[config.mk]
export PLATFORM = sky130hd
export DESIGN_NAME = frame_sequence_playback_top_flat
export DESIGN_NICKNAME = d
export VERILOG_FILES = /design/src/hw/rtl/fsp_pkg.sv /design/src/hw/rtl/fsp_in_if.sv /design/src/hw/rtl/fsp_out_if.sv /design/src/hw/rtl/frame_sequence_playback_top.sv /design/src/flat_wrapper.sv
export SDC_FILE = /design/constraint.sdc
export NUM_CORES = 1
export LEC_CHECK = 0
export BUFFER_PORTS_ARGS = -buffer_cell sky130_fd_sc_hd__buf_2
export CAP_MARGIN = 20
export CORE_ASPECT_RATIO = 0.5
export CORE_MARGIN = 1.5
export CORE_UTILIZATION = 50
export CTS_BUF_LIST = sky130_fd_sc_hd__clkbuf_4 sky130_fd_sc_hd__clkbuf_8 sky130_fd_sc_hd__clkbuf_16
export DETAILED_ROUTE_END_ITERATION = 6
export PLACE_DENSITY = 0.78
export SLEW_MARGIN = 15
export SYNTH_ARGS = -nofsm -noshare
export SYNTH_HDL_FRONTEND = slang
export SYNTH_SLANG_ARGS = --single-unit
export TNS_END_PERCENT = 30
[constraint.sdc]
create_clock -name clk_i -period 29.3 [get_ports clk_i]
set_input_delay 4.395 -clock clk_i [delete_from_list [all_inputs] [get_ports clk_i]]
set_output_delay 4.395 -clock clk_i [all_outputs]
set_load 0.1 [all_outputs]
[src/hw/rtl/fsp_pkg.sv]
package fsp_pkg;

  // Sequence limits and phase accumulator format
  localparam int unsigned MaxFrames = 65536;
  localparam int unsigned FracBits  = 16;

  // Field widths
  localparam int unsigned ActionW = 2;
  localparam int unsigned DeltaW  = 16;
  localparam int unsigned FrameW  = 16;
  localparam int unsigned RateW   = 8;
  localparam int unsigned TotalW  = 17;
  localparam int unsigned EndW    = 17;
  localparam int unsigned CfgIdxW = 3;
  localparam int unsigned CfgW    = 17;

  // Delta times rate, Q8.16
  localparam int unsigned ProdW  = DeltaW + RateW;
  // Rescale of the product onto the phase fraction
  localparam int unsigned ShiftL = (FracBits >= 16) ? FracBits - 16 : 0;
  localparam int unsigned ShiftR = (FracBits >= 16) ? 0 : 16 - FracBits;
  localparam int unsigned ExtW   = ProdW + ShiftL;
  localparam int unsigned ScaleW = FracBits + RateW;
  localparam int unsigned AccW   = FracBits + RateW + 1;
  localparam int unsigned AdvW   = AccW - FracBits;
  // Wrap arithmetic spans one bit beyond the 16-bit frame width
  localparam int unsigned SpanW  = FrameW + 1;
  localparam int unsigned CntW   = $clog2(SpanW);

  localparam logic [TotalW-1:0] TotalCap =
      (MaxFrames < 65536) ? TotalW'(MaxFrames) : TotalW'(65536);

  // Configuration register indexes
  localparam logic [CfgIdxW-1:0] CfgFrameRate   = CfgIdxW'(0);
  localparam logic [CfgIdxW-1:0] CfgTotalFrames = CfgIdxW'(1);
  localparam logic [CfgIdxW-1:0] CfgStartFrame  = CfgIdxW'(2);
  localparam logic [CfgIdxW-1:0] CfgEndFrame    = CfgIdxW'(3);
  localparam logic [CfgIdxW-1:0] CfgLooping     = CfgIdxW'(4);

  typedef enum logic [ActionW-1:0] {
    ACT_TICK    = 2'd0,
    ACT_SCRUB   = 2'd1,
    ACT_PLAY    = 2'd2,
    ACT_RESTART = 2'd3
  } fsp_action_e;

  typedef enum logic [2:0] {
    ST_IDLE,
    ST_EXEC,
    ST_MUL,
    ST_ACC,
    ST_WIN,
    ST_MOD,
    ST_DONE
  } fsp_state_e;

endpackage

[src/hw/rtl/fsp_in_if.sv]
interface fsp_in_if;
  logic                          valid;
  logic                          ready;
  logic [fsp_pkg::ActionW-1:0]   action;
  logic [fsp_pkg::DeltaW-1:0]    elapsed;
  logic [fsp_pkg::FrameW-1:0]    requested_frame;
  logic                          play_value;

  modport source (output valid, action, elapsed, requested_frame, play_value,
                  input ready);
  modport sink   (input valid, action, elapsed, requested_frame, play_value,
                  output ready);
endinterface

[src/hw/rtl/fsp_out_if.sv]
interface fsp_out_if;
  logic                        valid;
  logic                        ready;
  logic [fsp_pkg::FrameW-1:0]  frame_index;
  logic                        is_playing;
  logic                        frame_changed;

  modport source (output valid, frame_index, is_playing, frame_changed,
                  input ready);
  modport sink   (input valid, frame_index, is_playing, frame_changed,
                  output ready);
endinterface

[src/hw/rtl/frame_sequence_playback_top.sv]
// Channel | dir | transfer when   | payload
// --------+-----+-----------------+---------------------------------------------
// in_i    | in  | valid && ready  | action, elapsed, requested_frame, play_value
// out_o   | out | valid && ready  | frame_index, is_playing, frame_changed
// cfg     | in  | cfg_we_i        | cfg_idx_i selects register, cfg_data_i value
//
// Steps: play, scrub and restart, and a tick while stopped, go through an
// execute step to the result. A playing tick runs an 8-step shift-add multiply,
// then an accumulate step and, if the frame advances, a window step; a looping
// wrap adds a 17-step restoring remainder.
// Reset: state cleared, registers to their defaults (rate 30, one frame,
// window whole sequence, looping on). Stalls: a finished result waits in the
// output register; the next item is taken meanwhile and holds in its last step.
module frame_sequence_playback_top (
  input  logic                          clk_i,
  input  logic                          rst_ni,
  input  logic                          cfg_we_i,
  input  logic [fsp_pkg::CfgIdxW-1:0]   cfg_idx_i,
  input  logic [fsp_pkg::CfgW-1:0]      cfg_data_i,
  fsp_in_if.sink                        in_i,
  fsp_out_if.source                     out_o
);

  // Configuration registers
  logic [fsp_pkg::RateW-1:0]  frame_rate_q;
  logic [fsp_pkg::TotalW-1:0] total_frames_q;
  logic [fsp_pkg::FrameW-1:0] start_frame_q;
  logic [fsp_pkg::EndW-1:0]   end_frame_q;
  logic                       looping_q;

  // Playback state
  logic [fsp_pkg::FrameW-1:0]   cur_q, cur_d;
  logic [fsp_pkg::FracBits-1:0] phase_q, phase_d;
  logic                         playing_q, playing_d;

  // Sequencer and held item
  fsp_pkg::fsp_state_e        state_q, state_d;
  fsp_pkg::fsp_action_e       action_q;
  logic [fsp_pkg::DeltaW-1:0] delta_q;
  logic [fsp_pkg::FrameW-1:0] req_q;
  logic                       pv_q;

  // Shared datapath registers
  logic [fsp_pkg::CntW-1:0]   cnt_q, cnt_d;
  logic [fsp_pkg::ProdW-1:0]  prod_q, prod_d;
  logic [fsp_pkg::AdvW-1:0]   adv_q, adv_d;
  logic [fsp_pkg::SpanW-1:0]  num_q, num_d;
  logic [fsp_pkg::SpanW-1:0]  len_q, len_d;
  logic [fsp_pkg::SpanW-1:0]  rem_q, rem_d;
  logic                       changed_q, changed_d;

  // Output register
  logic                       out_valid_q, out_valid_d;
  logic [fsp_pkg::FrameW-1:0] out_frame_q;
  logic                       out_play_q;
  logic                       out_chg_q;
  logic                       out_load;

  logic in_xfer;
  assign in_xfer = in_i.valid && in_i.ready;
  assign in_i.ready = (state_q == fsp_pkg::ST_IDLE);

  // ---------------------------------------------------------------------------
  // Window: clamp total to 1..cap, start to last, end into start..last
  // ---------------------------------------------------------------------------
  logic [fsp_pkg::TotalW-1:0] eff_total;
  logic [fsp_pkg::FrameW-1:0] last_frame, win_s, win_e, end_lo;

  always_comb begin
    eff_total = total_frames_q;
    if (total_frames_q == '0) begin
      eff_total = fsp_pkg::TotalW'(1);
    end else if (total_frames_q > fsp_pkg::TotalCap) begin
      eff_total = fsp_pkg::TotalCap;
    end
    last_frame = fsp_pkg::FrameW'(eff_total - fsp_pkg::TotalW'(1));
    win_s = (start_frame_q > last_frame) ? last_frame : start_frame_q;
    end_lo = end_frame_q[fsp_pkg::FrameW-1:0];
    if (end_frame_q[fsp_pkg::EndW-1]) begin
      win_e = last_frame;
    end else if (end_lo < win_s) begin
      win_e = win_s;
    end else if (end_lo > last_frame) begin
      win_e = last_frame;
    end else begin
      win_e = end_lo;
    end
  end

  // ---------------------------------------------------------------------------
  // Shared arithmetic
  // ---------------------------------------------------------------------------
  // Multiply step: MSB-first shift-add of delta by one rate bit
  logic [fsp_pkg::RateW-1:0] rate_bit_sel;
  logic                      rate_bit;
  logic [fsp_pkg::ProdW-1:0] mul_next;
  assign rate_bit_sel = frame_rate_q >> (fsp_pkg::RateW - 1 - fsp_pkg::RateW'(cnt_q));
  assign rate_bit = rate_bit_sel[0];
  assign mul_next = {prod_q[fsp_pkg::ProdW-2:0], 1'b0}
                  + (rate_bit ? fsp_pkg::ProdW'(delta_q) : '0);

  // Phase accumulate
  logic [fsp_pkg::ExtW-1:0]   p_ext;
  logic [fsp_pkg::ScaleW-1:0] p_scaled;
  logic [fsp_pkg::AccW-1:0]   acc;
  assign p_ext    = fsp_pkg::ExtW'(prod_q) << fsp_pkg::ShiftL;
  assign p_scaled = fsp_pkg::ScaleW'(p_ext >> fsp_pkg::ShiftR);
  assign acc      = fsp_pkg::AccW'(phase_q) + fsp_pkg::AccW'(p_scaled);

  // Window advance
  logic [fsp_pkg::FrameW-1:0] cur_snap;
  logic [fsp_pkg::SpanW-1:0]  next_frame;
  assign cur_snap   = (cur_q < win_s || cur_q > win_e) ? win_s : cur_q;
  assign next_frame = fsp_pkg::SpanW'(cur_snap) + fsp_pkg::SpanW'(adv_q);

  // Remainder step: one restoring subtract per cycle
  logic [fsp_pkg::SpanW-1:0] trial, rem_step;
  assign trial    = {rem_q[fsp_pkg::SpanW-2:0], num_q[fsp_pkg::SpanW-1]};
  assign rem_step = (trial >= len_q) ? trial - len_q : trial;

  // Scrub clamp
  logic [fsp_pkg::FrameW-1:0] scrub_frame;
  assign scrub_frame = (req_q < win_s) ? win_s : ((req_q > win_e) ? win_e : req_q);

  assign out_load = (state_q == fsp_pkg::ST_DONE) && (!out_valid_q || out_o.ready);

  // ---------------------------------------------------------------------------
  // Next state
  // ---------------------------------------------------------------------------
  always_comb begin
    state_d = state_q;
    unique case (state_q)
      fsp_pkg::ST_IDLE: begin
        if (in_xfer) state_d = fsp_pkg::ST_EXEC;
      end
      fsp_pkg::ST_EXEC: begin
        if (action_q == fsp_pkg::ACT_TICK && playing_q) begin
          state_d = fsp_pkg::ST_MUL;
        end else begin
          state_d = fsp_pkg::ST_DONE;
        end
      end
      fsp_pkg::ST_MUL: begin
        if (cnt_q == fsp_pkg::CntW'(fsp_pkg::RateW - 1)) state_d = fsp_pkg::ST_ACC;
      end
      fsp_pkg::ST_ACC: begin
        state_d = (acc[fsp_pkg::AccW-1:fsp_pkg::FracBits] == '0) ? fsp_pkg::ST_DONE
                                                                 : fsp_pkg::ST_WIN;
      end
      fsp_pkg::ST_WIN: begin
        if ((looping_q || cur_q < win_e) && next_frame > fsp_pkg::SpanW'(win_e)
            && looping_q) begin
          state_d = fsp_pkg::ST_MOD;
        end else begin
          state_d = fsp_pkg::ST_DONE;
        end
      end
      fsp_pkg::ST_MOD: begin
        if (cnt_q == fsp_pkg::CntW'(fsp_pkg::SpanW - 1)) state_d = fsp_pkg::ST_DONE;
      end
      fsp_pkg::ST_DONE: begin
        if (out_load) state_d = fsp_pkg::ST_IDLE;
      end
      default: state_d = fsp_pkg::ST_IDLE;
    endcase
  end

  // ---------------------------------------------------------------------------
  // Datapath updates
  // ---------------------------------------------------------------------------
  always_comb begin
    cur_d       = cur_q;
    phase_d     = phase_q;
    playing_d   = playing_q;
    cnt_d       = cnt_q;
    prod_d      = prod_q;
    adv_d       = adv_q;
    num_d       = num_q;
    len_d       = len_q;
    rem_d       = rem_q;
    changed_d   = changed_q;
    out_valid_d = out_valid_q;
    if (out_o.ready) out_valid_d = 1'b0;
    if (out_load) out_valid_d = 1'b1;

    unique case (state_q)
      fsp_pkg::ST_IDLE: begin
        changed_d = 1'b0;
        cnt_d     = '0;
        prod_d    = '0;
      end
      fsp_pkg::ST_EXEC: begin
        unique case (action_q)
          fsp_pkg::ACT_TICK: ;
          fsp_pkg::ACT_SCRUB: begin
            cur_d     = scrub_frame;
            changed_d = 1'b1;
          end
          fsp_pkg::ACT_PLAY: begin
            playing_d = pv_q;
          end
          fsp_pkg::ACT_RESTART: begin
            cur_d     = '0;
            phase_d   = '0;
            changed_d = 1'b1;
          end
          default: ;
        endcase
      end
      fsp_pkg::ST_MUL: begin
        prod_d = mul_next;
        cnt_d  = cnt_q + fsp_pkg::CntW'(1);
      end
      fsp_pkg::ST_ACC: begin
        phase_d = acc[fsp_pkg::FracBits-1:0];
        adv_d   = acc[fsp_pkg::AccW-1:fsp_pkg::FracBits];
      end
      fsp_pkg::ST_WIN: begin
        cnt_d = '0;
        rem_d = '0;
        if (!looping_q && cur_q >= win_e) begin
          // One-shot already at the end: stop, frame stays
          playing_d = 1'b0;
        end else if (next_frame > fsp_pkg::SpanW'(win_e)) begin
          if (looping_q) begin
            num_d = next_frame - fsp_pkg::SpanW'(win_s);
            len_d = fsp_pkg::SpanW'(win_e) - fsp_pkg::SpanW'(win_s) + fsp_pkg::SpanW'(1);
          end else begin
            cur_d     = win_e;
            playing_d = 1'b0;
            changed_d = (win_e != cur_q);
          end
        end else begin
          cur_d     = next_frame[fsp_pkg::FrameW-1:0];
          changed_d = (next_frame[fsp_pkg::FrameW-1:0] != cur_q);
        end
      end
      fsp_pkg::ST_MOD: begin
        rem_d = rem_step;
        num_d = {num_q[fsp_pkg::SpanW-2:0], 1'b0};
        cnt_d = cnt_q + fsp_pkg::CntW'(1);
        if (cnt_q == fsp_pkg::CntW'(fsp_pkg::SpanW - 1)) begin
          cur_d     = win_s + rem_step[fsp_pkg::FrameW-1:0];
          changed_d = ((win_s + rem_step[fsp_pkg::FrameW-1:0]) != cur_q);
        end
      end
      fsp_pkg::ST_DONE: ;
      default: ;
    endcase
  end

  // ---------------------------------------------------------------------------
  // Registers
  // ---------------------------------------------------------------------------
  always_ff @(posedge clk_i or negedge rst_ni) begin
    if (!rst_ni) begin
      frame_rate_q   <= fsp_pkg::RateW'(30);
      total_frames_q <= fsp_pkg::TotalW'(1);
      start_frame_q  <= '0;
      end_frame_q    <= '1;
      looping_q      <= 1'b1;
    end else if (cfg_we_i) begin
      // Drop writes to unknown indexes
      unique case (cfg_idx_i)
        fsp_pkg::CfgFrameRate:   frame_rate_q   <= cfg_data_i[fsp_pkg::RateW-1:0];
        fsp_pkg::CfgTotalFrames: total_frames_q <= cfg_data_i[fsp_pkg::TotalW-1:0];
        fsp_pkg::CfgStartFrame:  start_frame_q  <= cfg_data_i[fsp_pkg::FrameW-1:0];
        fsp_pkg::CfgEndFrame:    end_frame_q    <= cfg_data_i[fsp_pkg::EndW-1:0];
        fsp_pkg::CfgLooping:     looping_q      <= cfg_data_i[0];
        default: ;
      endcase
    end
  end

  always_ff @(posedge clk_i or negedge rst_ni) begin
    if (!rst_ni) begin
      state_q     <= fsp_pkg::ST_IDLE;
      cur_q       <= '0;
      phase_q     <= '0;
      playing_q   <= 1'b0;
      out_valid_q <= 1'b0;
    end else begin
      state_q     <= state_d;
      cur_q       <= cur_d;
      phase_q     <= phase_d;
      playing_q   <= playing_d;
      out_valid_q <= out_valid_d;
    end
  end

  // Payload and work registers: no reset
  always_ff @(posedge clk_i) begin
    if (in_xfer) begin
      action_q <= fsp_pkg::fsp_action_e'(in_i.action);
      delta_q  <= in_i.elapsed;
      req_q    <= in_i.requested_frame;
      pv_q     <= in_i.play_value;
    end
    cnt_q     <= cnt_d;
    prod_q    <= prod_d;
    adv_q     <= adv_d;
    num_q     <= num_d;
    len_q     <= len_d;
    rem_q     <= rem_d;
    changed_q <= changed_d;
    if (out_load) begin
      out_frame_q <= cur_q;
      out_play_q  <= playing_q;
      out_chg_q   <= changed_q;
    end
  end

  assign out_o.valid         = out_valid_q;
  assign out_o.frame_index   = out_frame_q;
  assign out_o.is_playing    = out_play_q;
  assign out_o.frame_changed = out_chg_q;

endmodule

[src/flat_wrapper.sv]
// flat-port wrapper written by rule: the top's interface ports become plain ports
module frame_sequence_playback_top_flat 
  (clk_i, rst_ni, cfg_we_i, cfg_idx_i, cfg_data_i, in_i_valid, in_i_action, in_i_elapsed, in_i_requested_frame, in_i_play_value, in_i_ready, out_o_valid, out_o_frame_index, out_o_is_playing, out_o_frame_changed, out_o_ready);
  fsp_in_if in_i_i ();
  fsp_out_if out_o_i ();
  input  logic clk_i;
  input  logic rst_ni;
  input  logic cfg_we_i;
  input  logic [fsp_pkg::CfgIdxW-1:0] cfg_idx_i;
  input  logic [fsp_pkg::CfgW-1:0] cfg_data_i;
  input wire logic [$bits(in_i_i.valid)-1:0] in_i_valid;
  input wire logic [$bits(in_i_i.action)-1:0] in_i_action;
  input wire logic [$bits(in_i_i.elapsed)-1:0] in_i_elapsed;
  input wire logic [$bits(in_i_i.requested_frame)-1:0] in_i_requested_frame;
  input wire logic [$bits(in_i_i.play_value)-1:0] in_i_play_value;
  output wire logic [$bits(in_i_i.ready)-1:0] in_i_ready;
  output wire logic [$bits(out_o_i.valid)-1:0] out_o_valid;
  output wire logic [$bits(out_o_i.frame_index)-1:0] out_o_frame_index;
  output wire logic [$bits(out_o_i.is_playing)-1:0] out_o_is_playing;
  output wire logic [$bits(out_o_i.frame_changed)-1:0] out_o_frame_changed;
  input wire logic [$bits(out_o_i.ready)-1:0] out_o_ready;
  assign in_i_i.valid = in_i_valid;
  assign in_i_i.action = in_i_action;
  assign in_i_i.elapsed = in_i_elapsed;
  assign in_i_i.requested_frame = in_i_requested_frame;
  assign in_i_i.play_value = in_i_play_value;
  assign in_i_ready = in_i_i.ready;
  assign out_o_valid = out_o_i.valid;
  assign out_o_frame_index = out_o_i.frame_index;
  assign out_o_is_playing = out_o_i.is_playing;
  assign out_o_frame_changed = out_o_i.frame_changed;
  assign out_o_i.ready = out_o_ready;
  frame_sequence_playback_top u_core (.clk_i(clk_i), .rst_ni(rst_ni), .cfg_we_i(cfg_we_i), .cfg_idx_i(cfg_idx_i), .cfg_data_i(cfg_data_i), .in_i(in_i_i), .out_o(out_o_i));
endmodule
### After elaboration in Yosys (flattened, before gate mapping)

Index checks and enable logic that the tools add are counted.

* add/subtract/negate cells: 11
* magnitude comparators: 12
* eq/ne operators: 32
* shift-type cells: 1
* muxes and demuxes: 47
* bitwise gates (word level): 1
* reduce and logical (&&, ||, !) cells: 39

Operators with widths (number)
* 2-to-1 mux 16 bit: 16
* case mux 16 bit (2 select lines): 3
* > comparator 16 bit: 4
* < comparator 16 bit: 4
* 2-to-1 mux 17 bit: 3
* != test 16 bit: 3
* case mux 16 bit (3 select lines): 1
* case mux 24 bit (2 select lines): 1
* case mux 17 bit (2 select lines): 1
* >> shifter 8 x 32 -> 1 bit: 1
* adder 16 x 24 -> 25 bit: 1
* adder 24 bit: 1
* case mux 3 bit (7 select lines): 1
* adder 16 x 9 -> 17 bit: 1
* adder 17 x 1 -> 17 bit (second input constant): 1
* greater-or-equal comparator 17 bit: 1
* > comparator 17 x 16 -> 1 bit: 1
* > comparator 17 bit (second input constant): 1
* logical NOT 17 bit: 1
* subtractor 16 x 16 -> 17 bit: 1
* subtractor 17 x 16 -> 17 bit: 1
* adder 16 bit: 1
* greater-or-equal comparator 16 bit: 1
* AND reduction 4 bit: 4
* 34 further kinds: 89

* register bits after elaboration: 238
* output and inout bits: 20
* logic and storage cells: 167

### Depth between registers and ports, before layout

* word-level depth: 18
* gate-level depth with buffers: 79
* depth with buffers taken out: 70

### Least setup slack after synthesis

Ideal clock, no wire load.

* path kind: register -> register
* start: register u_core.total_frames_q[3] (netlist name)
* end: register u_core.num_q[0] (netlist name) (enable)
* setup time: 0.397 ns
* arrival time: 14.240 ns
* data required time: 28.903 ns
* slack: 14.664 ns
* cell stages (with the launch flop): 75
* clock period less this slack: 14.636 ns
* path through: dfrtp_1 or3_1 buf_2 nor3_1 a21oi_1 nor2_1 inv_1 ha_1 clkbuf_1 o21a_1 nand2_1 nand3_1 o211ai_1 inv_1 ha_1 and2_1 nand4_1 or4_1 [39 not listed] a21oi_1 o21bai_1 a21oi_1 o21bai_1 a21oi_1 clkbuf_1 nor2b_1 o21ai_2 nor2b_1 ha_1 nand4_1 o311ai_0 a311o_1 o311a_1 nor3_2 buf_2 nand2b_1 a21oi_1

* longest elaborated chain between the ends: 16

RTL lines
* start, declared: RTL line frame_sequence_playback_top.sv:26 `logic [fsp_pkg::TotalW-1:0] total_frames_q;`
* start signal, assigned: RTL line frame_sequence_playback_top.sv:258 `total_frames_q <= fsp_pkg::TotalW'(1);`
* start signal, assigned: RTL line frame_sequence_playback_top.sv:266 `fsp_pkg::CfgTotalFrames: total_frames_q <= cfg_data_i[fsp_pkg::TotalW-1:0];`
* > comparator 17 bit: RTL line frame_sequence_playback_top.sv:73 `end else if (total_frames_q > fsp_pkg::TotalCap) begin`
* 2-to-1 mux 16 bit: RTL line frame_sequence_playback_top.sv:73
* 2-to-1 mux 16 bit *: RTL line frame_sequence_playback_top.sv:71 `if (total_frames_q == '0) begin`
* subtractor 16 x 1 -> 16 bit *: RTL line frame_sequence_playback_top.sv:76 `last_frame = fsp_pkg::FrameW'(eff_total - fsp_pkg::TotalW'(1));`
* > comparator 16 bit: RTL line frame_sequence_playback_top.sv:77 `win_s = (start_frame_q > last_frame) ? last_frame : start_frame_q;`
* 2-to-1 mux 16 bit: RTL line frame_sequence_playback_top.sv:77
* < comparator 16 bit: RTL line frame_sequence_playback_top.sv:81 `end else if (end_lo < win_s) begin`
* 2-to-1 mux 16 bit: RTL line frame_sequence_playback_top.sv:81
* 2-to-1 mux 16 bit: RTL line frame_sequence_playback_top.sv:79 `if (end_frame_q[fsp_pkg::EndW-1]) begin`
* > comparator 16 bit: RTL line frame_sequence_playback_top.sv:113 `assign cur_snap = (cur_q < win_s || cur_q > win_e) ? win_s : cur_q;`
* logical OR 1 bit: RTL line frame_sequence_playback_top.sv:113
* 2-to-1 mux 16 bit: RTL line frame_sequence_playback_top.sv:113
* adder 16 x 9 -> 17 bit: RTL line frame_sequence_playback_top.sv:114 `assign next_frame = fsp_pkg::SpanW'(cur_snap) + fsp_pkg::SpanW'(adv_q);`
* > comparator 17 x 16 -> 1 bit: RTL line frame_sequence_playback_top.sv:224 `end else if (next_frame > fsp_pkg::SpanW'(win_e)) begin`
* != test 2 x 1 -> 1 bit (no source line)
* AND reduction 4 bit (no source line) *
* end signal, assigned: RTL line frame_sequence_playback_top.sv:302 `num_q <= num_d;`
* end, declared: RTL line frame_sequence_playback_top.sv:47 `logic [fsp_pkg::SpanW-1:0] num_q, num_d;`

Every way passes the cells marked *; elsewhere a longest branch is shown, timed or not.
A chain may end at the register's enable or synchronous reset.

### Final worst setup path

* start: register u_core.total_frames_q[3] (netlist name)
* end: register u_core.cur_q[11] (netlist name)

* longest elaborated chain between the ends: 17

RTL lines
* > comparator 17 bit: RTL line frame_sequence_playback_top.sv:73
* 2-to-1 mux 16 bit: RTL line frame_sequence_playback_top.sv:73
* 2-to-1 mux 16 bit *: RTL line frame_sequence_playback_top.sv:71
* subtractor 16 x 1 -> 16 bit *: RTL line frame_sequence_playback_top.sv:76
* > comparator 16 bit: RTL line frame_sequence_playback_top.sv:77
* 2-to-1 mux 16 bit: RTL line frame_sequence_playback_top.sv:77
* < comparator 16 bit: RTL line frame_sequence_playback_top.sv:81
* 2-to-1 mux 16 bit: RTL line frame_sequence_playback_top.sv:81
* 2-to-1 mux 16 bit: RTL line frame_sequence_playback_top.sv:79
* > comparator 16 bit: RTL line frame_sequence_playback_top.sv:113
* logical OR 1 bit: RTL line frame_sequence_playback_top.sv:113
* 2-to-1 mux 16 bit: RTL line frame_sequence_playback_top.sv:113
* adder 16 x 9 -> 17 bit: RTL line frame_sequence_playback_top.sv:114
* > comparator 17 x 16 -> 1 bit: RTL line frame_sequence_playback_top.sv:224
* 2-to-1 mux 16 bit: RTL line frame_sequence_playback_top.sv:224
* 2-to-1 mux 16 bit: RTL line frame_sequence_playback_top.sv:221 `if (!looping_q && cur_q >= win_e) begin`
* case mux 16 bit (3 select lines): RTL line frame_sequence_playback_top.sv:186 `unique case (state_q)`
* end signal, assigned: RTL line frame_sequence_playback_top.sv:284 `cur_q <= cur_d;`
* end, declared: RTL line frame_sequence_playback_top.sv:32 `logic [fsp_pkg::FrameW-1:0] cur_q, cur_d;`

Every way passes the cells marked *; elsewhere a longest branch is shown, timed or not. The select of a mux whose other input is x is not followed.

==> flow_metrics.tcl <==
set metrics [dict create \
    synth-seq-cells 238 \
    grt_start_max_net_pins 58 \
    std_cell_rows 51 \
    relSlewSlack_pct 28.5 \
    synth_area_leaders "edfxtp_1, ha_1, dfrtp_1" \
    hold_viol 0 \
    start_util_pct 50.6 \
    synth-seq-area-share_pct 34.2 \
    rsz0062_at_grt "false" \
    path_class "reg -> reg" \
    dp_hpwl_um 45600 \
    wl_per_cell_um 22.4 \
    ys.flop_type "edfxtp_1" \
    worstSkewPairLatency_ns 0.57 \
    route.met2.wl_um 25100 \
    fin_setup_tns_ns 0 \
    routedLengthMet1_um 26400 \
    crit_arrival_ns 18.41 \
    drc 0 \
    synth_fp_nets 2318 \
    finalCriticalPeriod_ns 17.96 \
    ys_warn_count 0 \
    synth_top_area_share_pct 21.8 \
    ctsRootBufferMaster "clkbuf_16" \
    antenna_found_initial 1 \
    timing.critical_path.from_type "flop" \
    cp.required_ns 29.75 \
    die_h_um 143 \
    max_stage_delay_ns 0.91 \
    drt_iter0_drc 1778 \
    final_cell_mix "ha_1, a21oi_1, edfxtp_1" \
    final_common_cell "ha_1" \
    synth_edf_count 142 \
    finalMaxSlewViolations 0 \
    max_cap_viol_count 0 \
    finalCritPeriodShare_pct 61.3 \
    grt_pass1_vias 15500 \
    io_pins 80 \
    holdCritPathClass "reg -> reg" \
    dieArea_um2 40500 \
    clockBufferDepth 3 \
    syn2layout_area_growth_pct 10.3 \
    numCtsBuffers 23 \
    yosys.area.top_type "edfxtp_1" \
    route.met3.wl_um 5910 \
    synth_cell_types 105 \
    drt_wl_total_um 59300 \
    fin_skew_ns 0.0120 \
    syn_area_per_cell_um2 9.70 \
    nets 2396 \
    dr.max_layer_used "met4" \
    critPathCaptureType "flop" \
    fmax_ghz 0.0557 \
    cp_common_cell "a21oi_1" \
    grt_pass1_wl_um 89800 \
    track_usage_pct 28.8 \
    finalWeightedCongestion 1.09 \
    layout-drive-gt1-share_pct 13.8 \
    final_cells 2646 \
    place.port_buffers 79 \
    vias_per_cell 6.22 \
    clkTransAtPathRegs_ns 0.07 \
    worst_pin_slew_ns 1.06 \
    synth_cells 2021 \
    htreeDepth 1 \
    n_antenna_cell 0 \
    netlist_area_um2 19600 \
    postCtsSetupBuffers 0 \
    critical-path-slowest-cell "a211oi_4" \
    setup_viol_count_final 0 \
    drt-pass1-iter-count 6 \
    ctsResizeCount 0 \
    vias 16500 \
    dp_cells 2602 \
    cts_tree "yes" \
    async_flop_share_pct 40.3 \
    ant_nets 0 \
    die_x_um 283 \
    cts_sinks 238 \
    status "complete, no violations" \
    coreArea_um2 38700 \
    path_max_fanout 25 \
    grt_remaining_overflow 0 \
    ctsHoldBuffers 0 \
]
[metrics by stage]
| step | instance area (µm²) | hold WS [ns] | utilization, % | setup slack [ns] |
|---|---|---|---|---|
| after floorplan | 19600 | 0.400 | - | 14.66 |
| after global placement | 20700 | 0.417 | 53.4 | 12.03 |
| after detailed placement | 20700 | 0.421 | 53.4 | 11.81 |
| after CTS | 21600 | 0.438 | 55.8 | 11.68 |
| after global routing | 21600 | 0.445 | 55.8 | 9.99 |
| final | 21600 | 0.438 | 55.8 | 11.34 |
[synth_stat cells, drive strengths merged, types with 9 or more instances]
| master | n |
|---|---|
| ha | 231 |
| nor2b | 25 |
| a22o | 15 |
| mux2 | 92 |
| and4 | 9 |
| nand3 | 37 |
| clkbuf | 42 |
| o22ai | 11 |
| or3 | 12 |
| nor3 | 53 |
| o211ai | 26 |
| o21a | 18 |
| o21ai | 110 |
| xor2 | 50 |
| nand4 | 22 |
| dfrtp | 73 |
| nor4 | 11 |
| inv | 139 |
| nand2b | 23 |
| edfxtp | 142 |
| o21bai | 22 |
| and2 | 43 |
| a211oi | 12 |
| a21oi | 149 |
| dfstp | 23 |
| o31ai | 10 |
| buf | 15 |
| nor2 | 122 |
| and3 | 24 |
| xnor2 | 107 |
| or2 | 10 |
| mux2i | 34 |
| a31oi | 17 |
| nand2 | 120 |
| a21o | 39 |
[state kept, by name, summed over array words and instances (netlist names), 17 cells and up]
name	flops
u_core.total_frames_q	17
u_core.p_ext	24
u_core.len_q	17
u_core.end_frame_q	17
u_core.num_q	17
[worst paths after layout]
kind                                           from                    endpoint  depth (start not counted)  slack, ns
setup / recovery           u_core.total_frames_q[3]            u_core.cur_q[11]                         67      11.34
hold / removal                     u_core.changed_q  u_core.out_o.frame_changed                          0       0.44
setup reg to reg           u_core.total_frames_q[3]            u_core.cur_q[11]                         67      11.34
hold reg to reg                    u_core.changed_q  u_core.out_o.frame_changed                          0       0.44
max in group asynchronous                    rst_ni          u_core.out_o.valid                          2      24.34
min in group asynchronous                    rst_ni   u_core.total_frames_q[11]                          1       3.82
[routing by layer]
metal	vias to the layer above	track usage (%)
met1	7915	39.7
li1	7654	-
met4	0	9.05
met5	-	0
met3	146	7.04
met2	746	44.3
[final cells by class]
cell class / count / area [µm²]
clock buffer: 30 / 706
clock inverter: 12 / 204
fill: 3396 / 17100
inverter: 140 / 526
multi-input combinational: 1586 / 12200
sequential: 238 / 6700
tap: 530 / 663
timing repair buffer: 110 / 638
[worst max-delay path: cells and delay by family (launching register included)]
kind,cells,cell delay [ns]
XOR/XNOR,1,0.22
buffers and inverters,4,0.86
AO/OA/AOI/OAI,31,8.93
flip-flops,1,0.41
AND/OR/NAND/NOR,22,4.55
adder cells (fa/ha/maj),6,1.93
multiplexers,3,0.93
[cell families after synthesis]
kind of cell / Yosys count / synth area share, %
AO/OA/AOI/OAI: 527 / 18.1
XOR/XNOR: 158 / 7.13
adder cells (fa/ha/maj): 242 / 15.6
buffers and inverters: 197 / 3.91
flip-flops: 238 / 34.2
multiplexers: 128 / 7.33
AND/OR/NAND/NOR: 531 / 13.7
Power is left out: the tool's default activity adds up to more than one toggle a clock period on the data nets, which glitch-free logic cannot reach.
